**config.mk**
```make
export PLATFORM = sky130hd
export DESIGN_NAME = hid_keyboard_report_key_events
export DESIGN_NICKNAME = d
export VERILOG_FILES = /design/src/rtl/core/hkre_pkg.sv /design/src/rtl/core/hid_keyboard_report_key_events.sv /design/src/rtl/core/hkre_diff.sv /design/src/rtl/core/hkre_emit.sv
export SDC_FILE = /design/constraint.sdc
export NUM_CORES = 1
export LEC_CHECK = 0
export ABC_AREA = 0
export BUFFER_PORTS_ARGS = -buffer_cell sky130_fd_sc_hd__buf_2
export CAP_MARGIN = 15
export CORE_MARGIN = 5
export CORE_UTILIZATION = 25
export DETAILED_ROUTE_END_ITERATION = 7
export HOLD_SLACK_MARGIN = 0.02
export SETUP_SLACK_MARGIN = 0.5
export SLEW_MARGIN = 40
export SYNTH_ARGS = -nofsm -noshare
export SYNTH_HDL_FRONTEND = slang
export SYNTH_HIERARCHICAL = 1
export SYNTH_SLANG_ARGS = --single-unit
```
**constraint.sdc**
```tcl
create_clock -name clk_i -period 5.67 [get_ports clk_i]
set_input_delay 1.4175 -clock clk_i [delete_from_list [all_inputs] [get_ports clk_i]]
set_output_delay 1.4175 -clock clk_i [all_outputs]
set_load 0.1 [all_outputs]
```
**src/rtl/core/hkre_pkg.sv**
```systemverilog
// ----------------------------------------------------------------------------
// hkre_pkg
// Shared types and constants for the boot-keyboard key event extractor.
// ----------------------------------------------------------------------------
package hkre_pkg;

  localparam int KeySlots  = 6;
  localparam int CodeW     = 8;
  localparam int SlotIdxW  = $clog2(KeySlots);
  localparam int ModW      = 8;

  localparam logic [CodeW-1:0] BackspaceCode = 8'h2A;
  localparam int ShiftLeftBit  = 1;
  localparam int ShiftRightBit = 5;

  typedef logic [KeySlots-1:0][CodeW-1:0] codes_t;

  typedef enum logic {
    ItemPress  = 1'b0,
    ItemStatus = 1'b1
  } item_kind_e;

  // Result of comparing one report with the previous one
  typedef struct packed {
    logic [KeySlots-1:0] press_mask;  // new codes that emit a press item
    logic                any_pressed;
    logic                any_released;
    logic                shift;
  } diff_t;

endpackage

```
**src/rtl/core/hid_keyboard_report_key_events.sv**
```systemverilog
// ----------------------------------------------------------------------------
// hid_keyboard_report_key_events
// Turns boot-keyboard reports into key press items and a status item.
//
//   channel | direction | signals
//   --------+-----------+-----------------------------------------------
//   in      | request   | in_valid_i/in_ready_o, modifiers_i, key_slot_*_i
//   out     | result    | out_valid_o/out_ready_i, item_kind_o .. last_of_report_o
//
// A report gives a press item per new key (Backspace aside) plus a status item,
// so 1 to 7 items; the single output register sends one per cycle if not stalled.
// The input register takes the next report while the current one drains.
// Reset clears all valid flags and the previous-report codes (no keys held).
// A stalled output holds its item; the input stalls once both stages fill.
// ----------------------------------------------------------------------------
module hid_keyboard_report_key_events
  import hkre_pkg::*;
(
  input  logic             clk_i,
  input  logic             rst_ni,
  input  logic             in_valid_i,
  output logic             in_ready_o,
  input  logic [ModW-1:0]  modifiers_i,
  input  logic [CodeW-1:0] key_slot_0_i,
  input  logic [CodeW-1:0] key_slot_1_i,
  input  logic [CodeW-1:0] key_slot_2_i,
  input  logic [CodeW-1:0] key_slot_3_i,
  input  logic [CodeW-1:0] key_slot_4_i,
  input  logic [CodeW-1:0] key_slot_5_i,
  output logic             out_valid_o,
  input  logic             out_ready_i,
  output logic             item_kind_o,
  output logic [CodeW-1:0] pressed_code_o,
  output logic             shift_held_o,
  output logic             any_pressed_o,
  output logic             any_released_o,
  output logic             last_of_report_o
);

  logic            a_valid_q, a_valid_d;
  logic [ModW-1:0] a_mods_q;
  codes_t          a_codes_q;
  codes_t          prev_q;
  codes_t          in_codes;
  diff_t           diff;
  logic            a_xfer;
  logic            ld_ready;
  logic            in_take;
  item_kind_e      out_kind;

  assign in_codes = {key_slot_5_i, key_slot_4_i, key_slot_3_i,
                     key_slot_2_i, key_slot_1_i, key_slot_0_i};

  assign a_xfer     = a_valid_q && ld_ready;
  assign in_ready_o = !a_valid_q || a_xfer;
  assign in_take    = in_valid_i && in_ready_o;

  // Input register
  always_comb begin
    a_valid_d = a_valid_q;
    if (in_take) begin
      a_valid_d = 1'b1;
    end else if (a_xfer) begin
      a_valid_d = 1'b0;
    end
  end

  always_ff @(posedge clk_i or negedge rst_ni) begin
    if (!rst_ni) begin
      a_valid_q <= 1'b0;
    end else begin
      a_valid_q <= a_valid_d;
    end
  end

  always_ff @(posedge clk_i) begin
    if (in_take) begin
      a_mods_q  <= modifiers_i;
      a_codes_q <= in_codes;
    end
  end

  // Previous report codes, replaced as each report moves on
  always_ff @(posedge clk_i or negedge rst_ni) begin
    if (!rst_ni) begin
      prev_q <= '0;
    end else if (a_xfer) begin
      prev_q <= a_codes_q;
    end
  end

  hkre_diff u_diff (
    .cur_i  (a_codes_q),
    .prev_i (prev_q),
    .mods_i (a_mods_q),
    .diff_o (diff)
  );

  hkre_emit u_emit (
    .clk_i          (clk_i),
    .rst_ni         (rst_ni),
    .ld_valid_i     (a_valid_q),
    .ld_ready_o     (ld_ready),
    .ld_codes_i     (a_codes_q),
    .ld_diff_i      (diff),
    .out_valid_o    (out_valid_o),
    .out_ready_i    (out_ready_i),
    .out_kind_o     (out_kind),
    .out_code_o     (pressed_code_o),
    .out_shift_o    (shift_held_o),
    .out_pressed_o  (any_pressed_o),
    .out_released_o (any_released_o),
    .out_last_o     (last_of_report_o)
  );

  assign item_kind_o = out_kind;

`ifndef SYNTHESIS
  // Press items carry a real code and no summary flags
  assert property (@(posedge clk_i) disable iff (!rst_ni)
    out_valid_o && (out_kind == ItemPress) |->
      (pressed_code_o != '0) && (pressed_code_o != BackspaceCode) &&
      !any_pressed_o && !any_released_o && !last_of_report_o)
    else $error("press item with bad code or flags");

  // A status item closes the report and carries no code
  assert property (@(posedge clk_i) disable iff (!rst_ni)
    out_valid_o && (out_kind == ItemStatus) |->
      last_of_report_o && (pressed_code_o == '0))
    else $error("status item malformed");

  // A press item reports a new key, so its status must flag a press
  assert property (@(posedge clk_i) disable iff (!rst_ni)
    out_valid_o && out_ready_i && (out_kind == ItemPress) |=>
      !out_valid_o || (out_kind == ItemPress) || any_pressed_o)
    else $error("status after press item lacks any_pressed");

  // History only moves when a report enters the emitter
  assert property (@(posedge clk_i) disable iff (!rst_ni)
    !a_xfer |=> $stable(prev_q))
    else $error("previous codes changed without a transfer");
`endif

endmodule

```
**src/rtl/core/hkre_diff.sv**
```systemverilog
// ----------------------------------------------------------------------------
// hkre_diff
// Compares the current report against the stored codes of the previous one.
// ----------------------------------------------------------------------------
module hkre_diff
  import hkre_pkg::*;
(
  input  codes_t          cur_i,
  input  codes_t          prev_i,
  input  logic [ModW-1:0] mods_i,
  output diff_t           diff_o
);

  logic [KeySlots-1:0] new_mask;
  logic [KeySlots-1:0] gone_mask;

  // Per-slot membership checks, both directions
  always_comb begin
    new_mask  = '0;
    gone_mask = '0;
    for (int i = 0; i < KeySlots; i++) begin
      new_mask[i]  = (cur_i[i] != '0);
      gone_mask[i] = (prev_i[i] != '0);
      for (int j = 0; j < KeySlots; j++) begin
        if (cur_i[i] == prev_i[j]) begin
          new_mask[i] = 1'b0;
        end
        if (prev_i[i] == cur_i[j]) begin
          gone_mask[i] = 1'b0;
        end
      end
    end
  end

  // Backspace still counts as a press but emits no item
  always_comb begin
    for (int i = 0; i < KeySlots; i++) begin
      diff_o.press_mask[i] = new_mask[i] && (cur_i[i] != BackspaceCode);
    end
    diff_o.any_pressed  = |new_mask;
    diff_o.any_released = |gone_mask;
    diff_o.shift        = mods_i[ShiftLeftBit] | mods_i[ShiftRightBit];
  end

endmodule

```
**src/rtl/core/hkre_emit.sv**
```systemverilog
// ----------------------------------------------------------------------------
// hkre_emit
// Holds one compared report and sends its press items, then its status
// item, through the output register one per cycle unless the output stalls.
// ----------------------------------------------------------------------------
module hkre_emit
  import hkre_pkg::*;
(
  input  logic             clk_i,
  input  logic             rst_ni,
  // load side
  input  logic             ld_valid_i,
  output logic             ld_ready_o,
  input  codes_t           ld_codes_i,
  input  diff_t            ld_diff_i,
  // result side
  output logic             out_valid_o,
  input  logic             out_ready_i,
  output item_kind_e       out_kind_o,
  output logic [CodeW-1:0] out_code_o,
  output logic             out_shift_o,
  output logic             out_pressed_o,
  output logic             out_released_o,
  output logic             out_last_o
);

  logic                b_valid_q, b_valid_d;
  logic [KeySlots-1:0] b_mask_q, b_mask_d;
  codes_t              b_codes_q;
  diff_t               b_diff_q;

  logic             out_valid_q, out_valid_d;
  item_kind_e       out_kind_q;
  logic [CodeW-1:0] out_code_q;
  logic             out_shift_q, out_pressed_q, out_released_q;

  logic                out_load;
  logic                has_press;
  logic [SlotIdxW-1:0] sel_idx;
  logic                ld_take;

  // Lowest pending slot goes first
  always_comb begin
    sel_idx = '0;
    for (int i = KeySlots - 1; i >= 0; i--) begin
      if (b_mask_q[i]) begin
        sel_idx = SlotIdxW'(i);
      end
    end
  end

  assign has_press  = |b_mask_q;
  assign out_load   = b_valid_q && (!out_valid_q || out_ready_i);
  assign ld_ready_o = !b_valid_q || (out_load && !has_press);
  assign ld_take    = ld_valid_i && ld_ready_o;

  // Report holding stage
  always_comb begin
    b_valid_d = b_valid_q;
    b_mask_d  = b_mask_q;
    if (out_load) begin
      if (has_press) begin
        b_mask_d[sel_idx] = 1'b0;
      end else begin
        b_valid_d = 1'b0;
      end
    end
    if (ld_take) begin
      b_valid_d = 1'b1;
      b_mask_d  = ld_diff_i.press_mask;
    end
  end

  always_ff @(posedge clk_i or negedge rst_ni) begin
    if (!rst_ni) begin
      b_valid_q <= 1'b0;
      b_mask_q  <= '0;
    end else begin
      b_valid_q <= b_valid_d;
      b_mask_q  <= b_mask_d;
    end
  end

  always_ff @(posedge clk_i) begin
    if (ld_take) begin
      b_codes_q <= ld_codes_i;
      b_diff_q  <= ld_diff_i;
    end
  end

  // Output register
  always_comb begin
    out_valid_d = out_valid_q;
    if (out_load) begin
      out_valid_d = 1'b1;
    end else if (out_ready_i) begin
      out_valid_d = 1'b0;
    end
  end

  always_ff @(posedge clk_i or negedge rst_ni) begin
    if (!rst_ni) begin
      out_valid_q <= 1'b0;
    end else begin
      out_valid_q <= out_valid_d;
    end
  end

  always_ff @(posedge clk_i) begin
    if (out_load) begin
      out_shift_q <= b_diff_q.shift;
      if (has_press) begin
        out_kind_q     <= ItemPress;
        out_code_q     <= b_codes_q[sel_idx];
        out_pressed_q  <= 1'b0;
        out_released_q <= 1'b0;
      end else begin
        out_kind_q     <= ItemStatus;
        out_code_q     <= '0;
        out_pressed_q  <= b_diff_q.any_pressed;
        out_released_q <= b_diff_q.any_released;
      end
    end
  end

  assign out_valid_o    = out_valid_q;
  assign out_kind_o     = out_kind_q;
  assign out_code_o     = out_code_q;
  assign out_shift_o    = out_shift_q;
  assign out_pressed_o  = out_pressed_q;
  assign out_released_o = out_released_q;
  assign out_last_o     = (out_kind_q == ItemStatus);

endmodule
```
==> metrics <==
synthesis-to-finish area growth=9.29%; Slew HR=0.475; Sink Count=170; Max-cap violations=0; drt drc=0; Syn Std Cell Area=10300 sq um; Core Region=40800 sq um; worst-path fanout max=23; Least-Margin Pin Slew=0.788 ns; antenna diode count=0; number of port buffers=68; Worst-Skew Late Latency=0.44 ns; HP Class=flop to flop; CP startpoint kind=flop; clock skew=0.0117 ns; static leakage=3.77 nW; R2R setup slack=2.20 ns; Routed WL=30.1 mm; die height=213 um; Worst-path clk slew=0.07 ns; initial antenna violation count=1; Hold Fails Final Rpt=0; Post-CTS Setup Inserts=0; root buf cell=clkbuf_16; pwr/cell area=568 nW/um^2; Longest Clk Path Bufs=2; CTS Buf Count=17; Synth Net Count=947; Max Freq=0.231 GHz; hpwl dp=20.9 mm; Final setup viols=0; vias in the first global route=6724; FILL cells=4150; total grt overflow=0; Via Count=6935; final net count=929; I/O pins=75; setup tns final=0 ns; syn avg cell area=11.6 sq um; Critical Path RT=4.25 ns; die area=45500 sq um; Antenna Nets Post-Route=0; Post-Synthesis Cells=887; Iter 0 DRT Violations=794; critical path type=flop to output pin; first-pass GRT wire length=43.9 mm; CTS Hold Buffers Added=0; Critical Path End Type=output pin; GPL Wtd Cong=0.899; Die Wd=213 um; H-tree depth=4; RSZ-0062 raised after global routing=no; largest net degree at the start of global routing=58; CTS tree=yes; Initial Util=0.253; Syn. warnings=6; Slew Viols, Final=0; run status=finished clean; drt wl/cell=21.3 um; worst path arrival time=2.90 ns; Pre-Repair DR Iteration Count=5; total global-route track usage=0.130; Final period util=0.762; vias per cell=4.90; fin util=0.277; crit path time final=4.32 ns; post-CTS sizing=0; proportion of layout cells with a drive suffix above 1=0.185; row cnt=74; Peak VDD IR=250 uV
==> final cells by class <==
class / count / area, sq um / area share
Timing Repair Buffer: 72 / 374 / 0.0331
Clock inverter: 15 / 158 / 0.0140
Tap cell: 532 / 666 / 0.0590
Inverter: 7 / 28.8 / 0.00255
Sequential cell: 170 / 4820 / 0.427
Multi-Input combinational cell: 601 / 4820 / 0.427
Clock buffer: 17 / 425 / 0.0377
==> registers in the layout, summed over array words and instances (netlist names) <==
name,cells
a_mods_q,2
u_emit/b_codes_q,48
u_emit/out_kind_o,1
a_valid_q,1
u_emit/out_pressed_o,1
u_emit/b_mask_q,6
u_emit/out_released_o,1
prev_q,48
u_emit/out_valid_o,1
u_emit/out_code_o,8
a_codes_q,48
u_emit/b_diff_q,3
u_emit/out_shift_o,1
u_emit/b_valid_q,1
==> power breakdown <==
group / switching [mW] / internal [mW] / leakage, nW / total, mW
Combinational: 1.15 / 1.29 / 1.78 / 2.45
Clock: 0.563 / 0.587 / 0.282 / 1.15
Sequential: 1.06 / 1.75 / 1.71 / 2.81
==> through the flow <==
| step | cells | hold slack (ns) | worst slack, ns | power [mW] | area (sq um) |
|---|---|---|---|---|---|
| finish | 1414 | 0.420 | 1.35 | 6.41 | 11300 |
| detailed placement | 1382 | 0.408 | 1.49 | 5.25 | 10700 |
| global placement | 1382 | 0.406 | 1.51 | 5.16 | 10700 |
| global route | 1414 | 0.427 | 1.23 | 6.72 | 11300 |
| CTS | 1414 | 0.424 | 1.34 | 6.41 | 11300 |
| floorplan | 887 | 0.400 | 1.15 | 4.80 | 10300 |
==> critical path: stages (launching register included) <==
cell and delay (ns):
dfrtp_1 0.65, or4_4 0.67, o41ai_4 0.46, nand2b_1 0.23, buf_2 0.45
==> worst paths after layout <==
kind	startpoint	cells past startpoint	endpoint
min reg2reg	u_emit/b_diff_q[0]	0	u_emit/out_shift_o
min	u_emit/b_diff_q[0]	0	u_emit/out_shift_o
max in group asynchronous	rst_ni	2	prev_q[40]
min in group asynchronous	rst_ni	2	prev_q[29]
max	u_emit/b_mask_q[0]	4	in_ready_o
max reg2reg	u_emit/b_mask_q[0]	5	a_codes_q[17]
==> cells in the final DEF, fill, tap and decap left out, drive strengths merged, types with 2 or more instances in the layout <==
cell / instances
xor2: 48
o21ai: 14
edfxtp: 113
buf: 72
o221ai: 7
a2111oi: 3
nand4: 61
o31ai: 2
nand2: 21
nor2: 39
a221o: 7
mux2: 50
clkinv: 8
nor2b: 2
nor4: 32
a41oi: 6
and2: 3
nand3: 10
mux2i: 10
dfrtp: 57
a221oi: 2
a31oi: 2
nor3: 10
a21oi: 9
xnor2: 240
inv: 13
nand2b: 4
clkbuf: 17
or4: 8
==> layer usage <==
metal | global-route usage | share of wire | vias to the layer above
met5 | 0 | 0.00043 | -
met4 | 0.0373 | 0.019 | 2
met3 | 0.0329 | 0.074 | 63
met2 | 0.225 | 0.50 | 341
met1 | 0.161 | 0.41 | 3465
li1 | - | - | 3064
(Power assumes the default switching activity.)
